**config.mk**
```make
export PLATFORM = sky130hd
export DESIGN_NAME = modular_inverse_ext_euclid
export DESIGN_NICKNAME = d
export VERILOG_FILES = /design/src/rtl/core/mie_pkg.sv /design/src/rtl/core/modular_inverse_ext_euclid.sv /design/src/rtl/core/mie_seq.sv /design/src/rtl/core/mie_datapath.sv
export SDC_FILE = /design/constraint.sdc
export NUM_CORES = 1
export LEC_CHECK = 0
export BUFFER_PORTS_ARGS = -buffer_cell sky130_fd_sc_hd__buf_2
export CORE_MARGIN = 2
export CORE_UTILIZATION = 50
export CTS_BUF_LIST = sky130_fd_sc_hd__clkbuf_16
export DETAILED_ROUTE_END_ITERATION = 10
export HOLD_SLACK_MARGIN = 0.1
export PLACE_DENSITY = 0.74
export SLEW_MARGIN = 10
export SYNTH_ARGS = -nofsm -noshare
export SYNTH_HDL_FRONTEND = slang
export SYNTH_SLANG_ARGS = --single-unit
```
**constraint.sdc**
```tcl
create_clock -name aclk -period 28.8 [get_ports aclk]
set_input_delay 5.76 -clock aclk [delete_from_list [all_inputs] [get_ports aclk]]
set_output_delay 5.76 -clock aclk [all_outputs]
set_load 0.005 [all_outputs]
```
**src/rtl/core/mie_pkg.sv**
```systemverilog
// Shared types, constants and the microcode table for the modular inverse block.
// Used by mie_seq, mie_datapath and modular_inverse_ext_euclid; depends on nothing.
`default_nettype none

package mie_pkg;

    localparam int DATA_W = 64;
    localparam int CNT_W  = $clog2(DATA_W);
    localparam int STEP_W = 3;

    // datapath operations, one-hot
    typedef enum logic [5:0] {
        OP_NOP    = 6'b000001,
        OP_LOAD   = 6'b000010,
        OP_INIT   = 6'b000100,
        OP_DIV    = 6'b001000,
        OP_UPDATE = 6'b010000,
        OP_FINISH = 6'b100000
    } op_t;

    // jump conditions, one-hot
    typedef enum logic [5:0] {
        COND_NEXT     = 6'b000001,
        COND_ALWAYS   = 6'b000010,
        COND_NO_INPUT = 6'b000100,
        COND_REM_ZERO = 6'b001000,
        COND_CNT_NZ   = 6'b010000,
        COND_OUT_BUSY = 6'b100000
    } cond_t;

    typedef struct packed {
        op_t               op;
        cond_t             cond;
        logic [STEP_W-1:0] target;
    } ctrl_t;

    typedef struct packed {
        logic in_valid;
        logic rem_zero;
        logic cnt_nz;
        logic out_busy;
    } flags_t;

    localparam logic [STEP_W-1:0] STEP_LOAD   = STEP_W'(0);
    localparam logic [STEP_W-1:0] STEP_TEST   = STEP_W'(1);
    localparam logic [STEP_W-1:0] STEP_DIV    = STEP_W'(2);
    localparam logic [STEP_W-1:0] STEP_UPDATE = STEP_W'(3);
    localparam logic [STEP_W-1:0] STEP_FINISH = STEP_W'(4);
    localparam logic [STEP_W-1:0] STEP_RETURN = STEP_W'(5);

    // control store: one word per step, jump taken when cond holds
    function automatic ctrl_t ucode(input logic [STEP_W-1:0] step);
        ctrl_t w;
        unique case (step)
            STEP_LOAD:   w = '{op: OP_LOAD,   cond: COND_NO_INPUT, target: STEP_LOAD};
            STEP_TEST:   w = '{op: OP_INIT,   cond: COND_REM_ZERO, target: STEP_FINISH};
            STEP_DIV:    w = '{op: OP_DIV,    cond: COND_CNT_NZ,   target: STEP_DIV};
            STEP_UPDATE: w = '{op: OP_UPDATE, cond: COND_ALWAYS,   target: STEP_TEST};
            STEP_FINISH: w = '{op: OP_FINISH, cond: COND_OUT_BUSY, target: STEP_FINISH};
            STEP_RETURN: w = '{op: OP_NOP,    cond: COND_ALWAYS,   target: STEP_LOAD};
            default:     w = '{op: OP_NOP,    cond: COND_ALWAYS,   target: STEP_LOAD};
        endcase
        return w;
    endfunction

endpackage

`default_nettype wire

```
**src/rtl/core/modular_inverse_ext_euclid.sv**
```systemverilog
// Top level of the 64-bit modular inverse (iterative extended Euclid).
// Instantiates mie_seq and mie_datapath; depends on mie_pkg.
//
//   channel  dir  handshake          payload
//   s_       in   s_valid/s_ready    s_value[63:0], s_modulus[63:0]
//   m_       out  m_valid/m_ready    m_inverse[63:0]
//
// one transaction at a time; each Euclid pass is a test step, the bit-serial
// divider, which also forms q*x, and an update step
// the number of passes is up to about 93
// a finished result waits in the output register while the next
// transaction is accepted; a stalled output holds the sequencer at its finish step
// reset (synchronous, active low) returns the sequencer to its load step
`default_nettype none

module modular_inverse_ext_euclid
    import mie_pkg::*;
(
    input  wire logic              aclk,
    input  wire logic              aresetn,
    input  wire logic              s_valid,
    output logic                   s_ready,
    input  wire logic [DATA_W-1:0] s_value,
    input  wire logic [DATA_W-1:0] s_modulus,
    output logic                   m_valid,
    input  wire logic              m_ready,
    output logic [DATA_W-1:0]      m_inverse
);

    ctrl_t  ctrl;
    flags_t flags;

    mie_seq u_seq (
        .aclk    (aclk),
        .aresetn (aresetn),
        .flags   (flags),
        .ctrl    (ctrl)
    );

    mie_datapath u_dp (
        .aclk      (aclk),
        .aresetn   (aresetn),
        .ctrl      (ctrl),
        .flags     (flags),
        .s_valid   (s_valid),
        .s_ready   (s_ready),
        .s_value   (s_value),
        .s_modulus (s_modulus),
        .m_valid   (m_valid),
        .m_ready   (m_ready),
        .m_inverse (m_inverse)
    );

    // accepting a transaction moves the sequencer out of its load step and drops s_ready
    a_accept_busy: assert property (@(posedge aclk) disable iff (!aresetn)
        (s_valid && s_ready) |=> !s_ready)
        else $error("input accepted twice in a row");

    // results only come out of the finish step
    a_emit_finish: assert property (@(posedge aclk) disable iff (!aresetn)
        $rose(m_valid) |-> $past(ctrl.op == OP_FINISH))
        else $error("result raised outside finish step");

    // the divider never runs with a zero divisor
    a_div_nonzero: assert property (@(posedge aclk) disable iff (!aresetn)
        (ctrl.op == OP_DIV) |-> !flags.rem_zero)
        else $error("division step with zero divisor");

endmodule

`default_nettype wire

```
**src/rtl/core/mie_seq.sv**
```systemverilog
// Microcode sequencer: step counter, control store lookup and conditional jumps.
// Depends on mie_pkg.
`default_nettype none

module mie_seq
    import mie_pkg::*;
(
    input  wire logic   aclk,
    input  wire logic   aresetn,
    input  wire flags_t flags,
    output ctrl_t       ctrl
);

    logic [STEP_W-1:0] step_reg;
    logic [STEP_W-1:0] step_next;
    logic              taken;

    assign ctrl = ucode(step_reg);

    always_comb begin
        unique case (ctrl.cond)
            COND_NEXT:     taken = 1'b0;
            COND_ALWAYS:   taken = 1'b1;
            COND_NO_INPUT: taken = !flags.in_valid;
            COND_REM_ZERO: taken = flags.rem_zero;
            COND_CNT_NZ:   taken = flags.cnt_nz;
            COND_OUT_BUSY: taken = flags.out_busy;
            default:       taken = 1'b1;
        endcase
        step_next = taken ? ctrl.target : step_reg + STEP_W'(1);
    end

    always_ff @(posedge aclk) begin
        if (!aresetn) begin
            step_reg <= STEP_LOAD;
        end else begin
            step_reg <= step_next;
        end
    end

endmodule

`default_nettype wire

```
**src/rtl/core/mie_datapath.sv**
```systemverilog
// Euclid datapath: bit-serial restoring divider with a Horner product of
// quotient and coefficient, coefficient update and output register. Depends on mie_pkg.
`default_nettype none

module mie_datapath
    import mie_pkg::*;
(
    input  wire logic              aclk,
    input  wire logic              aresetn,
    input  wire ctrl_t             ctrl,
    output flags_t                 flags,
    input  wire logic              s_valid,
    output logic                   s_ready,
    input  wire logic [DATA_W-1:0] s_value,
    input  wire logic [DATA_W-1:0] s_modulus,
    output logic                   m_valid,
    input  wire logic              m_ready,
    output logic [DATA_W-1:0]      m_inverse
);

    logic [DATA_W-1:0] rem_reg,   rem_next;    // current divisor a
    logic [DATA_W-1:0] prev_reg,  prev_next;   // dividend b
    logic [DATA_W-1:0] coef_reg,  coef_next;   // x
    logic [DATA_W-1:0] pcoef_reg, pcoef_next;  // y
    logic [DATA_W-1:0] mod_reg,   mod_next;
    logic [DATA_W-1:0] dvd_reg,   dvd_next;
    logic [DATA_W-1:0] part_reg,  part_next;
    logic [DATA_W-1:0] prod_reg,  prod_next;
    logic [CNT_W-1:0]  cnt_reg,   cnt_next;
    logic [DATA_W-1:0] inv_reg,   inv_next;
    logic              m_valid_reg, m_valid_next;

    logic [DATA_W:0]   shifted;
    logic [DATA_W+1:0] diff;
    logic              qbit;
    logic              out_busy;
    logic              load;
    logic              emit;

    assign s_ready   = (ctrl.op == OP_LOAD);
    assign load      = s_valid && s_ready;
    assign out_busy  = m_valid_reg && !m_ready;
    assign emit      = (ctrl.op == OP_FINISH) && !out_busy;
    assign m_valid   = m_valid_reg;
    assign m_inverse = inv_reg;

    assign flags = '{in_valid: s_valid,
                     rem_zero: (rem_reg == '0),
                     cnt_nz:   (cnt_reg != '0),
                     out_busy: out_busy};

    // one quotient bit per cycle, msb first
    assign shifted = {part_reg, dvd_reg[DATA_W-1]};
    assign diff    = {1'b0, shifted} - {2'b00, rem_reg};
    assign qbit    = !diff[DATA_W+1];

    always_comb begin
        rem_next     = rem_reg;
        prev_next    = prev_reg;
        coef_next    = coef_reg;
        pcoef_next   = pcoef_reg;
        mod_next     = mod_reg;
        dvd_next     = dvd_reg;
        part_next    = part_reg;
        prod_next    = prod_reg;
        cnt_next     = cnt_reg;
        inv_next     = inv_reg;
        m_valid_next = m_valid_reg && !m_ready;
        unique case (ctrl.op)
            OP_LOAD: begin
                if (load) begin
                    rem_next   = s_value;
                    prev_next  = s_modulus;
                    mod_next   = s_modulus;
                    coef_next  = DATA_W'(1);
                    pcoef_next = '0;
                end
            end
            OP_INIT: begin
                dvd_next  = prev_reg;
                part_next = '0;
                prod_next = '0;
                cnt_next  = CNT_W'(DATA_W - 1);
            end
            OP_DIV: begin
                dvd_next  = {dvd_reg[DATA_W-2:0], 1'b0};
                part_next = qbit ? diff[DATA_W-1:0] : shifted[DATA_W-1:0];
                // q*x accumulated alongside the quotient bits, wrapping
                prod_next = {prod_reg[DATA_W-2:0], 1'b0} + (qbit ? coef_reg : '0);
                cnt_next  = cnt_reg - CNT_W'(1);
            end
            OP_UPDATE: begin
                prev_next  = rem_reg;
                rem_next   = part_reg;
                pcoef_next = coef_reg;
                coef_next  = pcoef_reg - prod_reg;
            end
            OP_FINISH: begin
                if (emit) begin
                    inv_next     = pcoef_reg[DATA_W-1] ? pcoef_reg + mod_reg : pcoef_reg;
                    m_valid_next = 1'b1;
                end
            end
            default: begin
            end
        endcase
    end

    always_ff @(posedge aclk) begin
        rem_reg   <= rem_next;
        prev_reg  <= prev_next;
        coef_reg  <= coef_next;
        pcoef_reg <= pcoef_next;
        mod_reg   <= mod_next;
        dvd_reg   <= dvd_next;
        part_reg  <= part_next;
        prod_reg  <= prod_next;
        cnt_reg   <= cnt_next;
        inv_reg   <= inv_next;
    end

    always_ff @(posedge aclk) begin
        if (!aresetn) begin
            m_valid_reg <= 1'b0;
        end else begin
            m_valid_reg <= m_valid_next;
        end
    end

endmodule

`default_nettype wire
```
Word-level counts from Yosys, hierarchy flattened
Index checks and enable logic that the tools add are counted.
{"block": "word_totals", "ff_bits": 586, "inputBits": 132, "elab_cells": 68}
{"block": "classes", "eq_ne": 15, "reduce_logical": 14, "addsub": 6, "n_mux": 20}
{"cell": "$pmux W64 S2", "n": 7}
{"cell": "$mux W64", "n": 6}
{"cell": "$add A64 B64 Y64", "n": 2}
{"cell": "$pmux W15 S5", "n": 1}
{"cell": "$sub A65 B64 Y66", "n": 1}
{"cell": "$logic_not A64 Y1", "n": 1}
{"cell": "$sub A64 B64 Y64", "n": 1}
{"cell": "$mux W63", "n": 1}
{"cell": "$eq A6 B3 Y1 const B", "n": 2}
{"cell": "$eq A6 B4 Y1 const B", "n": 2}
{"cell": "$eq A6 B5 Y1 const B", "n": 2}
{"cell": "$eq A6 B6 Y1 const B", "n": 2}
{"cell": "$pmux W6 S2", "n": 1}
{"cell": "$eq A3 B2 Y1 const B", "n": 2}
{"cell": "$eq A6 B1 Y1 const B", "n": 1}
{"cell": "$eq A6 B2 Y1 const B", "n": 1}
{"cell": "$reduce_and A2 Y1", "n": 3}
{"cell": "$reduce_bool A6 Y1", "n": 1}
{"cell": "$sub A6 B1 Y6 const B", "n": 1}
{"cell": "$pmux W1 S5", "n": 1}
{"cell": "$reduce_bool A2 Y1", "n": 2}
{"cell": "$add A3 B1 Y3 const B", "n": 1}
{"cell": "$eq A3 B1 Y1 const B", "n": 1}
{"cell": "$eq A3 B3 Y1 const B", "n": 1}
{"cell": "other kinds (6)", "n": 11}

Depth between registers and ports, before layout
{"block": "logic_depth", "word_depth": 6, "mapped_depth": 28, "ltp_nobuf": 24}

Cells and area by module
A second synthesis with hierarchy kept.
{"block": "hier_totals", "cells_unflattened": 4105, "hier_area_um2": 38932.3}
{"mod": "mie_datapath", "n_inst": 1, "seq_area_each_um2": 17496.8, "area_each_um2": 38553.2, "cells_per_inst": 4056}
{"mod": "mie_seq", "n_inst": 1, "seq_area_each_um2": 60.1, "area_each_um2": 379.1, "cells_per_inst": 49}

Worst setup path before layout
OpenSTA, ideal clock, no wires.
{"block": "synth_timing", "path_kind": "register -> register", "startpoint": "register u_seq.step_reg[2]", "endpoint": "register u_dp.cnt_reg[0] (enable)", "path_buffers": 2, "setup_slack_ps": 7970, "path_stages_with_launch": 6, "setup_time_ps": 1241, "period_less_slack_ps": 20830, "arrival_ps": 19589, "cell_sequence": "dfxtp_1 > clkbuf_1 > inv_1 > ha_1 > clkbuf_1 > nor4_1"}
{"block": "synth_via", "elab_chain_cells": 4}
{"element": "start: declaration", "line": "mie_seq.sv:14", "source": "logic [STEP_W-1:0] step_reg;"}
{"element": "start signal: assignment", "line": "mie_seq.sv:37", "source": "step_reg <= step_next;"}
{"element": "$eq A3 B3 Y1 (tied with other cells)", "line": "mie_pkg.sv:54", "source": "unique case (step)"}
{"element": "$pmux W15 S5 (*)", "line": "mie_pkg.sv:54"}
{"element": "$eq A6 B3 Y1 or $eq A6 B4 Y1 (tied branches)", "line": "mie_datapath.sv:69", "source": "unique case (ctrl.op)"}
{"element": "$reduce_bool A2 Y1 (no source line) (*)"}
{"element": "end signal: assignment", "line": "mie_datapath.sv:118", "source": "cnt_reg <= cnt_next;"}
{"element": "end: declaration", "line": "mie_datapath.sv:29", "source": "logic [CNT_W-1:0] cnt_reg, cnt_next;"}
Every way passes the cells marked *; elsewhere a longest branch is shown, timed or not.
A chain may end at the register's enable or synchronous reset.

Final worst setup path
{"block": "layout_timing", "startpoint": "input s_valid", "endpoint": "register u_dp.coef_reg[43] (enable)"}
{"block": "layout_via", "elab_chain_cells": 3}
{"element": "start: declaration", "line": "modular_inverse_ext_euclid.sv:21", "source": "input wire logic s_valid,"}
{"element": "$logic_and A1 B1 Y1", "line": "mie_datapath.sv:41", "source": "assign load = s_valid && s_ready;"}
{"element": "$ne A2 B2 Y1 (no source line)"}
{"element": "$reduce_and A2 Y1 (no source line)"}
{"element": "end signal: assignment", "line": "mie_datapath.sv:112", "source": "coef_reg <= coef_next;"}
{"element": "end: declaration", "line": "mie_datapath.sv:23", "source": "logic [DATA_W-1:0] coef_reg, coef_next;"}
No other way between the ends.

==> summary.txt <==
Synth
  – Yosys cell types: 85
  – Mapped Area: 38200 um^2
  – Seq/Total Area, Yosys: 45.9%
  – Syn Area/Cell: 9.51 um^2
  – #FFs+latches synth: 586
  – Yosys warning count: 0
  – Syn Inst Count: 4018
  – Post-synth net total: 4413
  – Ys flop type: edfxtp_1
  – FFs w/ async S/R, synth: 0%
  – Post-synth EDFFs: 582

Detailed routing
  – WL per Instance: 20.5 um
  – Post-route ant nets: 0
  – Starting DRT DRC Count: 2744
  – Vias: 30000
  – Vias/cell: 5.82
  – Post-route DRC: 0
  – Final WL: 106 mm
  – First-pass DRT Iterations: 6

STA
  – Final Skew: 0.0235 ns
  – Max-slew violations: 0
  – Final Hold Fails: 0
  – Worst slew margin: 17.0%
  – Final min period: 8.29 ns
  – Fin crit share: 28.8%
  – Worst-margin pin slew: 1.23 ns
  – F_max: 121 MHz
  – Hold Slack: 0.508 ns
  – Setup TNS: 0 ns
  – Final setup vio count: 0
  – RSZ-0062 raised after global routing: false

Power and ir drop
  – Comb pwr share: 53.4%
  – Register share of total power: 29.3%
  – NetSw: 2220 uW
  – Switch share: 43.5%
  – Int Pwr: 2880 uW
  – P_leak: 0.0178 uW
  – Worst VDD drop: 0.0508 mV
  – Clock share of power: 17.3%
  – Pwr dens: 121 nW/um^2

Placement
  – Post-Place Cells: 5026
  – HPWL after detailed placement: 78.1 mm
  – RePlAce Congestion: 0.943
  – IO Port Bufs: 197

Floorplan
  – Die X: 280 um
  – Starting Density: 50.4%
  – Core Box Area: 75800 um^2
  – Area of the die: 78600 um^2
  – Rows: 101
  – I/O pin count: 198
  – Die Y: 280 um

CTS
  – Clock Path Buffers: 3
  – Worst skew pair latency: 0.62 ns
  – CTS root buffer: clkbuf_16
  – Setup bufs post-CTS: 0
  – CTS tree: yes
  – Worst-path clk slew: 0.06 ns
  – H-tree depth reported by CTS: 3
  – Hold Buf Count CTS: 0
  – Post-CTS sizing: 0
  – Clock sink count: 586
  – CTS Buf Count: 70

Global route
  – Overall Global Routing Usage: 26.5%
  – Vias in the first global route: 28400
  – First-pass GRT wire length: 161 mm
  – Antenna violations before repair: 2
  – Global route overflow: 0
  – Largest net degree at the start of global routing: 93

Worst setup path
  – CP Cell Sequence: buf_2, and2_2, buf_4, or2_4, buf_4
  – Crit Path Category: in -> reg
  – Max Fanout on Critical Path: 74
  – Arr. time, crit path: 8.51 ns
  – Worst setup SP type: primary input
  – CP peak stage delay: 0.93 ns
  – Worst r2r src: u_dp.rem_reg[1]$_DFFE_PP_
  – R2R depth: 25
  – Worst setup EP type: flop
  – CP max stage cell: or2_4
  – Reg-to-reg endpoint: u_dp.prod_reg[57]$_SDFFCE_PN0P_
  – Critical path required time: 29.02 ns
  – Crit-path most repeated cell: buf_4
  – Reg-to-reg slack, setup: 21.53 ns

Layout
  – Nets: 4515
  – Fillers: 6708
  – Layout area overhead: 10.4%
  – Final std cells w/o fill: 5153
  – Commonest non-fill, non-tap cell in the layout: nand2_1
  – Share of cells above drive strength 1: 9.89%
  – Most frequent cells in the layout: 722 x nand2_1, 582 x edfxtp_1, 313 x a21oi_1, 264 x nor2_1, 259 x ha_1

Min path
  – Hold wc startpoint: u_dp.m_valid$_SDFF_PN0_
  – Worst hold stages: 2
  – Hold WC Path Type: reg -> reg
  – Min-Delay Endpoint: u_dp.m_valid$_SDFF_PN0_

Run status
  – Outcome: completed

Flow run
  – Max Cap Viol: 0
cells in the mapped netlist (all sizes together) (40+ instances only):
cell type	instances	area [um^2]
and2	150	938
a21o	187	1400
xor2	117	1020
clkbuf	175	657
a31oi	40	250
o21bai	47	353
inv	201	754
nor2	266	1000
ha	259	3240
a21oi	315	1580
mux2	51	574
xnor2	119	1040
nand2	722	2710
nand4	75	469
edfxtp	582	17500
nand3	60	300
o21ai	211	1060
per-layer routing:
metal | track usage [%] | routed length (um)
met1 | 38.2 | 48400
met2 | 40.2 | 45800
met3 | 3.62 | 6900
met4 | 11.3 | 4390
met5 | 0 | 13
final cells by class:
type                    count  area, um^2  area share, %
multi-input cells        3040       19200           45.5
flip-flops and latches    586       17600           41.6
clock buffers              71        1780           4.21
well taps                 978        1220           2.90
repair buffers            220        1160           2.75
inverters                 202         758           1.80
clock inverters            55         489           1.16
diodes                      1        2.50        0.00593
logic make-up (layout without fill, tap and decap cells):
logic type	count (synthesis)	after routing	share of synthesized area [%]
AO/OA/AOI/OAI	1011	1011	16.8
other	0	1	0
buffers and inverters	392	548	3.90
XOR/XNOR	236	236	5.41
multiplexers	58	58	1.69
flip-flops	586	586	45.9
adder cells (fa/ha/maj)	263	263	8.69
AND/OR/NAND/NOR	1472	1472	17.6
power groups by stage:
stage | Sequential (uW) | Clock (uW) | Combinational (uW)
final | 1490 | 884 | 2720
after global routing | 1510 | 928 | 3000
after CTS | 1480 | 895 | 2690
after detailed placement | 1500 | 0 | 2670
after global placement | 1490 | 0 | 2660
after floorplan | 1490 | 0 | 2040
worst max-delay path: cells and delay by family:
| kind | cells | cell delay, ns |
|---|---|---|
| buf+inv | 3 | 1.59 |
| simple gates | 2 | 1.08 |
how the worst max path moves through the flow:
stage	start	cells after the start	to	slack [ns]
final	s_valid	5	u_dp.coef_reg[43]$_SDFFCE_PN0P_	20.51
after floorplan	u_seq.step_reg[2]$_SDFF_PN0_	5	u_dp.cnt_reg[0]$_SDFFCE_PN1P_	7.97
after global routing	s_valid	5	u_dp.coef_reg[43]$_SDFFCE_PN0P_	20.30
after CTS	s_valid	5	u_dp.pcoef_reg[43]$_SDFFCE_PN0P_	20.46
after detailed placement	s_valid	5	u_dp.coef_reg[55]$_SDFFCE_PN0P_	19.77
after global placement	s_valid	5	u_dp.coef_reg[55]$_SDFFCE_PN0P_	19.85
stage by stage:
stage	util [%]	instance area, um^2	total power [uW]	setup slack, ns
2_1_floorplan	-	38200	3540	7.97
3_3_place_gp	52.6	39900	4160	19.85
3_5_place_dp	52.6	39900	4170	19.77
4_1_cts	55.6	42200	5070	20.46
5_1_grt	55.6	42200	5440	20.30
6_report	55.6	42200	5100	20.51
Power figures use the tool's default switching activity.
